### src/rtl/btff_pkg.sv
package btff_pkg;

    localparam int POOL_BYTES  = 1024;
    localparam int TAG_BYTES   = 8;
    localparam int MIN_PAYLOAD = 16;

    localparam int DEPTH  = POOL_BYTES / 2;
    localparam int IDX_W  = $clog2(DEPTH);
    localparam int OFF_W  = $clog2(POOL_BYTES);
    localparam int POS_W  = OFF_W + 1;
    localparam int LINK_W = OFF_W + 1;

    localparam logic [OFF_W-1:0]  INIT_SIZE   = OFF_W'(POOL_BYTES - 2 * TAG_BYTES);
    localparam logic [OFF_W-1:0]  END_TAG_POS = OFF_W'(POOL_BYTES - TAG_BYTES);
    localparam logic [OFF_W-1:0]  TAG1_O      = OFF_W'(TAG_BYTES);
    localparam logic [OFF_W-1:0]  TAG2_O      = OFF_W'(2 * TAG_BYTES);
    localparam logic [POS_W-1:0]  TAG1_P      = POS_W'(TAG_BYTES);
    localparam logic [POS_W-1:0]  TAG2_P      = POS_W'(2 * TAG_BYTES);
    localparam logic [POS_W-1:0]  MIN_N       = POS_W'(MIN_PAYLOAD);
    localparam logic [POS_W-1:0]  SPLIT_EXTRA = POS_W'(MIN_PAYLOAD + 2 * TAG_BYTES);
    localparam logic [POS_W-1:0]  WALK_LIMIT  = POS_W'(POOL_BYTES - 2 * TAG_BYTES);
    localparam logic [POS_W-1:0]  RIGHT_LIMIT = POS_W'(POOL_BYTES - TAG_BYTES);
    localparam logic [LINK_W-1:0] LINK_NONE   = {1'b1, {OFF_W{1'b0}}};

    localparam logic [1:0] ST_DONE    = 2'd0;
    localparam logic [1:0] ST_NOFIT   = 2'd1;
    localparam logic [1:0] ST_IGNORED = 2'd2;

    typedef enum logic [4:0] {
        OP_NOP, OP_INIT0, OP_INIT1, OP_ACCEPT, OP_FIT_STEP,
        OP_SPL_W0, OP_SPL_W1, OP_SPL_W2, OP_SPL_W3, OP_FULL_W0, OP_FULL_W1,
        OP_X_CUR, OP_PUSH0, OP_PUSH1, OP_UNL0, OP_UNL1,
        OP_WALK, OP_REL_W0, OP_REL_W1, OP_LREAD, OP_LCHK, OP_L_W0, OP_L_W1,
        OP_RREAD, OP_RCHK, OP_R_W0, OP_R_W1
    } t_op;

    typedef struct packed {
        logic             head_v;
        logic             fit;
        logic             nq_none;
        logic             split;
        logic             off_bad;
        logic             at_b;
        logic             used;
        logic             walk_stop;
        logic             b_zero;
        logic             lfree;
        logic             r_in;
        logic             rfree;
        logic [OFF_W-1:0] offset;
    } t_dp_status;

    function automatic logic [IDX_W-1:0] idx_of(input logic [POS_W-1:0] p);
        return p[IDX_W:1];
    endfunction

endpackage

### src/rtl/btff_controller.sv
module btff_controller (
    input  logic                       i_clk,
    input  logic                       i_rst_n,
    input  logic                       i_valid,
    input  logic                       i_mode,
    input  logic                       i_stall,
    input  btff_pkg::t_dp_status       i_st,
    output btff_pkg::t_op              o_op,
    output logic                       o_stall,
    output logic                       o_valid,
    output logic [1:0]                 o_status,
    output logic [btff_pkg::OFF_W-1:0] o_payload_offset
);
    import btff_pkg::*;

    typedef enum logic [4:0] {
        S_INIT0, S_INIT1, S_IDLE, S_A_STEP, S_A_TAKE, S_SPL1, S_SPL2, S_SPL3,
        S_FULL1, S_A_UNX, S_PUSH0, S_PUSH1, S_UNL0, S_UNL1,
        S_R_WALK, S_R_W0, S_R_W1, S_R_LEFT, S_R_LCHK, S_R_LW0, S_R_LW1,
        S_R_RIGHT, S_R_RCHK, S_R_RW0, S_R_RW1, S_FIN
    } t_state;

    t_state           r_state, n_state, r_ret, n_ret;
    logic [1:0]       r_res_status, n_res_status;
    logic             r_res_off, n_res_off;
    logic             r_valid;
    logic [1:0]       r_status;
    logic [OFF_W-1:0] r_offset;
    logic             load_out;

    assign o_stall          = r_state != S_IDLE;
    assign o_valid          = r_valid;
    assign o_status         = r_status;
    assign o_payload_offset = r_offset;
    assign load_out         = (r_state == S_FIN) && (!r_valid || !i_stall);

    always_comb begin
        n_state      = r_state;
        n_ret        = r_ret;
        n_res_status = r_res_status;
        n_res_off    = r_res_off;
        o_op         = OP_NOP;
        unique case (r_state)
            S_INIT0: begin
                o_op    = OP_INIT0;
                n_state = S_INIT1;
            end
            S_INIT1: begin
                o_op    = OP_INIT1;
                n_state = S_IDLE;
            end
            S_IDLE: begin
                if (i_valid) begin
                    o_op = OP_ACCEPT;
                    if (i_mode) begin
                        n_state = S_R_WALK;
                    end else if (!i_st.head_v) begin
                        n_state      = S_FIN;
                        n_res_status = ST_NOFIT;
                        n_res_off    = 1'b0;
                    end else begin
                        n_state = S_A_STEP;
                    end
                end
            end
            S_A_STEP: begin
                o_op = OP_FIT_STEP;
                if (i_st.fit) begin
                    n_state = S_A_TAKE;
                end else if (i_st.nq_none) begin
                    n_state      = S_FIN;
                    n_res_status = ST_NOFIT;
                    n_res_off    = 1'b0;
                end
            end
            S_A_TAKE: begin
                if (i_st.split) begin
                    o_op    = OP_SPL_W0;
                    n_state = S_SPL1;
                end else begin
                    o_op    = OP_FULL_W0;
                    n_state = S_FULL1;
                end
            end
            S_SPL1: begin
                o_op    = OP_SPL_W1;
                n_state = S_SPL2;
            end
            S_SPL2: begin
                o_op    = OP_SPL_W2;
                n_state = S_SPL3;
            end
            S_SPL3: begin
                o_op    = OP_SPL_W3;
                n_state = S_PUSH0;
                n_ret   = S_A_UNX;
            end
            S_A_UNX: begin
                o_op         = OP_X_CUR;
                n_state      = S_UNL0;
                n_ret        = S_FIN;
                n_res_status = ST_DONE;
                n_res_off    = 1'b1;
            end
            S_FULL1: begin
                o_op         = OP_FULL_W1;
                n_state      = S_UNL0;
                n_ret        = S_FIN;
                n_res_status = ST_DONE;
                n_res_off    = 1'b1;
            end
            S_PUSH0: begin
                o_op    = OP_PUSH0;
                n_state = S_PUSH1;
            end
            S_PUSH1: begin
                o_op    = OP_PUSH1;
                n_state = r_ret;
            end
            S_UNL0: begin
                o_op    = OP_UNL0;
                n_state = S_UNL1;
            end
            S_UNL1: begin
                o_op    = OP_UNL1;
                n_state = r_ret;
            end
            S_R_WALK: begin
                o_op = OP_WALK;
                if (i_st.off_bad || (i_st.at_b && !i_st.used)
                        || (!i_st.at_b && i_st.walk_stop)) begin
                    n_state      = S_FIN;
                    n_res_status = ST_IGNORED;
                    n_res_off    = 1'b0;
                end else if (i_st.at_b) begin
                    n_state = S_R_W0;
                end
            end
            S_R_W0: begin
                o_op    = OP_REL_W0;
                n_state = S_R_W1;
            end
            S_R_W1: begin
                o_op    = OP_REL_W1;
                n_state = S_PUSH0;
                n_ret   = S_R_LEFT;
            end
            S_R_LEFT: begin
                if (i_st.b_zero) begin
                    n_state = S_R_RIGHT;
                end else begin
                    o_op    = OP_LREAD;
                    n_state = S_R_LCHK;
                end
            end
            S_R_LCHK: begin
                o_op    = OP_LCHK;
                n_state = i_st.lfree ? S_R_LW0 : S_R_RIGHT;
            end
            S_R_LW0: begin
                o_op    = OP_L_W0;
                n_state = S_R_LW1;
            end
            S_R_LW1: begin
                o_op    = OP_L_W1;
                n_state = S_UNL0;
                n_ret   = S_R_RIGHT;
            end
            S_R_RIGHT: begin
                if (i_st.r_in) begin
                    o_op    = OP_RREAD;
                    n_state = S_R_RCHK;
                end else begin
                    n_state      = S_FIN;
                    n_res_status = ST_DONE;
                    n_res_off    = 1'b0;
                end
            end
            S_R_RCHK: begin
                o_op = OP_RCHK;
                if (i_st.rfree) begin
                    n_state = S_UNL0;
                    n_ret   = S_R_RW0;
                end else begin
                    n_state      = S_FIN;
                    n_res_status = ST_DONE;
                    n_res_off    = 1'b0;
                end
            end
            S_R_RW0: begin
                o_op    = OP_R_W0;
                n_state = S_R_RW1;
            end
            S_R_RW1: begin
                o_op         = OP_R_W1;
                n_state      = S_FIN;
                n_res_status = ST_DONE;
                n_res_off    = 1'b0;
            end
            S_FIN: begin
                if (!r_valid || !i_stall) begin
                    n_state = S_IDLE;
                end
            end
            default: n_state = S_IDLE;
        endcase
    end

    always_ff @(posedge i_clk) begin
        if (!i_rst_n) begin
            r_state      <= S_INIT0;
            r_ret        <= S_IDLE;
            r_res_status <= ST_DONE;
            r_res_off    <= 1'b0;
            r_valid      <= 1'b0;
        end else begin
            r_state      <= n_state;
            r_ret        <= n_ret;
            r_res_status <= n_res_status;
            r_res_off    <= n_res_off;
            if (load_out) begin
                r_valid  <= 1'b1;
                r_status <= r_res_status;
                r_offset <= r_res_off ? i_st.offset : '0;
            end else if (!i_stall) begin
                r_valid <= 1'b0;
            end
        end
    end

endmodule

### config.mk
export PLATFORM = sky130hd
export DESIGN_NAME = btff_controller
export DESIGN_NICKNAME = d
export VERILOG_FILES = /design/src/rtl/btff_pkg.sv /design/src/rtl/btff_controller.sv
export SDC_FILE = /design/constraint.sdc
export NUM_CORES = 1
export LEC_CHECK = 0
export ABC_AREA = 1
export BUFFER_PORTS_ARGS = -buffer_cell sky130_fd_sc_hd__buf_2
export CAP_MARGIN = 20
export CORE_ASPECT_RATIO = 0.6
export CORE_MARGIN = 2
export CORE_UTILIZATION = 58
export DETAILED_ROUTE_END_ITERATION = 6
export PLACE_DENSITY = 0.92
export REMOVE_ABC_BUFFERS = 1
export SYNTH_ARGS = -nofsm -noshare
export SYNTH_HDL_FRONTEND = slang
export SYNTH_SLANG_ARGS = --single-unit
### constraint.sdc
create_clock -name i_clk -period 3.44 [get_ports i_clk]
set_input_delay 0.516 -clock i_clk [delete_from_list [all_inputs] [get_ports i_clk]]
set_output_delay 0.516 -clock i_clk [all_outputs]
set_load 0.01 [all_outputs]
# Yosys cells after proc, flatten, opt, wreduce, memory -nomap -nowiden

Cells that the tools add are included.

Flip-flop bits (word level): 26

Equal/unequal tests: 39
Multiplexer cells: 41
Reduce and logical (&&, ||, !) cells: 24

Operator list:

| kind                                                                     | count |
|---|---|
| 5-bit case mux with 25 select lines                                      | 1 |
| 5-bit case mux with 21 select lines                                      | 1 |
| 5-bit two-way mux                                                        | 12 |
| 5-bit equality test (second input constant)                              | 10 |
| 5-bit by 4-bit equality test with 1-bit output (second input constant)   | 8 |
| 5-bit case mux with 5 select lines                                       | 1 |
| 5-bit by 3-bit equality test with 1-bit output (second input constant)   | 4 |
| 2-bit two-way mux                                                        | 9 |
| 2-bit inequality test (second input constant)                            | 9 |
| 9-bit AND reduction                                                      | 2 |
| 4-bit two-way mux                                                        | 3 |
| 2-bit case mux with 6 select lines                                       | 1 |
| 5-bit by 2-bit equality test with 1-bit output (second input constant)   | 2 |
| 1-bit two-way mux                                                        | 10 |
| 1-bit case mux with 7 select lines                                       | 1 |
| 7-bit nonzero test                                                       | 1 |
| 3-bit two-way mux                                                        | 2 |
| 3-bit inequality test (second input constant)                            | 2 |
| 6-bit nonzero test                                                       | 1 |
| 2-bit OR reduction                                                       | 3 |
| 3-bit OR reduction                                                       | 2 |
| 5-bit by 1-bit equality test with 1-bit output (second input constant)   | 1 |
| 5-bit zero test                                                          | 1 |
| 5-bit by 2-bit inequality test with 1-bit output (second input constant) | 1 |
| 7 further kinds                                                          | 16 |

# Logic depth before layout (Yosys ltp)

Depth in word-level cells: 6
Depth in mapped cells: 12
Mapped depth without buffers: 12

# Worst setup path after synthesis

Ideal clock, no wire load.

Kind: reg-to-reg
Start: register r_state[0]
End: register r_offset[0], in the netlist o_payload_offset[0], enable pin
Arrival: 1.673 ns
Required time: 3.044 ns
Setup slack: 1.370 ns
Cell stages (with the launch flop): 5
Period minus slack after synthesis: 2.070 ns
Cells stage by stage: dfxtp_1 -> inv_1 -> nor2_2 -> nand3_1 -> nor3_1

Word-level cells in the longest chain between the ends: 3

Ends and longest elaborated chain:

| item                                 | RTL line               | source |
|---|---|---|
| start, declared                      | btff_controller.sv:23  | `t_state r_state, n_state, r_ret, n_ret;` |
| start signal, assigned               | btff_controller.sv:217 | `r_state <= n_state;` |
| 5-bit equality test                  | btff_controller.sv:35  | `assign load_out = (r_state == S_FIN) && (!r_valid \|\| !i_stall);` |
| 1-bit logical AND                    | btff_controller.sv:35  |  |
| 2-bit AND reduction (no source line) | n/a                    |  |
| end signal, assigned                 | btff_controller.sv:224 | `r_offset <= r_res_off ? i_st.offset : '0;` |
| end, declared                        | btff_controller.sv:28  | `logic [OFF_W-1:0] r_offset;` |

No other way between the ends.
A chain may end at the register's enable or synchronous reset.

# Worst setup path after layout

Start: register r_state[4]
End: output port o_op[1]

Word-level cells in the longest chain between the ends: 2
Elaborated cells between the ends (all ways): 26
Classes of those cells: eq/ne (24); mux (1); reduce/logical (1)

Ends and longest elaborated chain:

| item                                        | RTL line              | source |
|---|---|---|
| 5-bit equality test (tied with other cells) | btff_controller.sv:43 | `unique case (r_state)` |
| 5-bit case mux with 25 select lines *       | btff_controller.sv:43 |  |
| end, declared                               | btff_controller.sv:8  | `output btff_pkg::t_op o_op,` |

Every way passes the cells marked *; elsewhere a longest branch is shown, timed or not.

==> flow_metrics.tcl <==
set metrics [dict create \
    status "complete, no violations" \
    worst_slew_margin_rel_pct 68.2 \
    insertion_delay_ps 270 \
    syn_inst 319 \
    grt_setup_unrepaired "false" \
    critical_path_sink_type "output pin" \
    route.final.wire_length_mm 6.39 \
    hp-class "reg2reg" \
    leakagePower_nw 1.28 \
    synth_seq_area_share_pct 32.8 \
    synth.avg_cell_area_sq_um 6.13 \
    tns_ps 0 \
    initial_antenna_violation_count 0 \
    final-instance-count-excl-fill 412 \
    most-common-layout-cells "90 x sky130_fd_sc_hd__nand2_1, 64 x sky130_fd_sc_hd__nor2_1, 45 x sky130_fd_sc_hd__buf_2, 39 x sky130_fd_sc_hd__inv_1, 26 x sky130_fd_sc_hd__nand3_1" \
    floorplan.core_area_sq_um 3240 \
    numPortBuffers 45 \
    finalMaxSlewViolations 0 \
    grt_util_all_layers_pct 34.4 \
    layout.nets 395 \
    finalCriticalPeriod_ps 2560 \
    total_power_mw 1.57 \
    placedCellCount 408 \
    globalRoute.totalOverflow 0 \
    final_layout_fill_cell_count 290 \
    route.detailed.wl_per_inst_um 15.5 \
    gp_congestion 1.19 \
    final-setup-viol-count 0 \
    root_buffer "sky130_fd_sc_hd__clkbuf_8" \
    cts-htree-levels 1 \
    timing_worst_slew_pin_value_ps 476 \
    clk_path_buf_depth 2 \
    n_antenna_cell 0 \
    ant_nets_after_route 0 \
    vdd_drop_max_uv 450 \
    stdcell_area_sq_um 2290 \
    wire_length_of_the_first_global_routing_pass_mm 10.1 \
    cts-buffers-inserted 3 \
    post_cts.repair.setup_buffers 0 \
    dr.pass1.iters 6 \
    critPathMaxFanout 12 \
    multi_input_area_sq_um 1130 \
    drt_iter0_drc 450 \
    synth_top_area_share_pct 18.4 \
    ioPinCount 46 \
    synth_top_area_cell "sky130_fd_sc_hd__edfxtp_1" \
    worstPathArrival_ps 2040 \
    die_w_um 79.0 \
    timing.final.ws_setup_ps 883 \
    synth.distinct_cells 25 \
    synth_enable_flop_cells 12 \
    cts_num_sinks 26 \
    asyncSetResetFlopFracSynth_pct 0 \
    tritoncts "yes" \
    area.growth.synth_to_final_pct 17.0 \
    design.die.area_sq_um 3870 \
    area_used_by_sequential_logic_in_the_layout_sq_um 641 \
    worst_path_max_delay_cell "sky130_fd_sc_hd__dfxtp_1" \
    setup.worst_path.start_class "register" \
    pre_cts_slack_ps 1270 \
    number_of_standard_cell_rows_in_the_floorplan 16 \
    avgViaCountPerCell 5.69 \
    final-hold-violation-count 0 \
    synth-seq-cells 26 \
    via_count 2345 \
    cell_chain_critical_path "inv_2, nand2_2, nor2_1, inv_1, o211ai_1, nor3_1, nand3_1, buf_2" \
    timing.reg2reg.setup_slack_ps 1420 \
    worst_setup_hold_path_clk_slew_ps 90 \
    syn_area_sq_um 1960 \
    fraction_of_final_layout_cells_sized_beyond_drive_strength_1_pct 22.6 \
    placed_area_sq_um 2230 \
    timing.setup.critical_path_class "reg2out" \
    max_clock_freq_ghz 0.391 \
    critical_path.max_stage_delay_ps 570 \
    die_y_um 49.0 \
    power_per_cell_area_nw_per_um2 686 \
    synthFlopType "sky130_fd_sc_hd__dfxtp_1" \
    synth-warning-count 0 \
    grt_max_degree 15 \
    cts_resizes 0 \
    drt_drc_violations_left 0 \
    layout_commonest_cell "sky130_fd_sc_hd__nand2_1" \
    cts_hold_buffers 0 \
    starting_density_pct 60.3 \
    post-dp-hpwl_mm 5.15 \
    grt_pass1_vias 1996 \
    final_min_period_over_clock_period_pct 74.3 \
    ys_top_cells_by_area "sky130_fd_sc_hd__edfxtp_1 18%, sky130_fd_sc_hd__nand2_1 17%, sky130_fd_sc_hd__dfxtp_1 14%" \
    skew_ps 3.25 \
    cap_violations 0 \
    critPathRequiredTime_ps 2920 \
]
-- registers in the layout (all words and copies together) (netlist names) --
| register | flops |
|---|---|
| o_valid | 1 |
| r_state | 5 |
| r_ret | 5 |
| o_payload_offset | 10 |
| r_res_status | 2 |
| r_res_off | 1 |
| o_status | 2 |
-- cells by family after synthesis --
kind of cell	Yosys count	share of synthesized area [%]
compound gates	23	6.78
buf+inv	49	9.60
flops	26	32.8
simple gates	221	50.9
-- Yosys cell counts (5+ instances only) --
library cell,n
sky130_fd_sc_hd__a21oi_1,12
sky130_fd_sc_hd__dfxtp_1,14
sky130_fd_sc_hd__edfxtp_1,12
sky130_fd_sc_hd__inv_1,39
sky130_fd_sc_hd__inv_2,7
sky130_fd_sc_hd__nand2_1,90
sky130_fd_sc_hd__nand2_2,6
sky130_fd_sc_hd__nand3_1,26
sky130_fd_sc_hd__nand4_1,8
sky130_fd_sc_hd__nor2_1,64
sky130_fd_sc_hd__nor2_2,10
sky130_fd_sc_hd__nor3_1,5
sky130_fd_sc_hd__o21ai_0,7
-- routing by layer --
layer  global-route usage (%)  vias up  wire, um
met5                        0        -         0
met4                     6.03        0       135
met3                     15.4       26      1130
met2                     46.5      203      2420
met1                     50.9     1003      2710
li1                         -     1113         -
-- cell type report --
| cell class | count | share of cell area, % |
|---|---|---|
| inverters | 47 | 7.71 |
| repair buffers | 46 | 10.2 |
| clock buffers | 4 | 2.41 |
| well taps | 45 | 2.46 |
| flip-flops and latches | 26 | 28.0 |
| multi-input cells | 244 | 49.3 |
-- final timing paths --
path / startpoint / end / cells after the start
setup reg to reg: r_state[3]$_SDFFE_PN0P_ / r_state[4]$_SDFFE_PN0P_ / 9
setup / recovery: r_state[4]$_SDFFE_PN0P_ / o_op[1] / 8
hold reg to reg: r_res_status[0]$_SDFFE_PN0P_ / o_status[0]$_DFFE_PP_ / 0
hold / removal: r_res_status[0]$_SDFFE_PN0P_ / o_status[0]$_DFFE_PP_ / 0
-- worst max-delay path, delay by kind of cell, from the launching register on --
family | cells | cell delay [ps]
buffers and inverters | 3 | 450
flip-flops | 1 | 570
AND/OR/NAND/NOR | 4 | 640
AO/OA/AOI/OAI | 1 | 90
-- power by group --
part | internal (mW) | leakage (nW) | switching (mW) | total, mW
clock | 0.102 | 0.0288 | 0.0976 | 0.200
combinational | 0.290 | 1.03 | 0.604 | 0.894
sequential | 0.398 | 0.225 | 0.0786 | 0.477
-- per-stage QoR --
stage | hold WS (ps) | utilization, %
after floorplan | 409 | -
after global placement | 416 | 68.9
after detailed placement | 425 | 68.9
after CTS | 445 | 70.6
after global routing | 453 | 70.6
final | 451 | 70.6
Note: power is estimated with default switching activity, not from simulation.
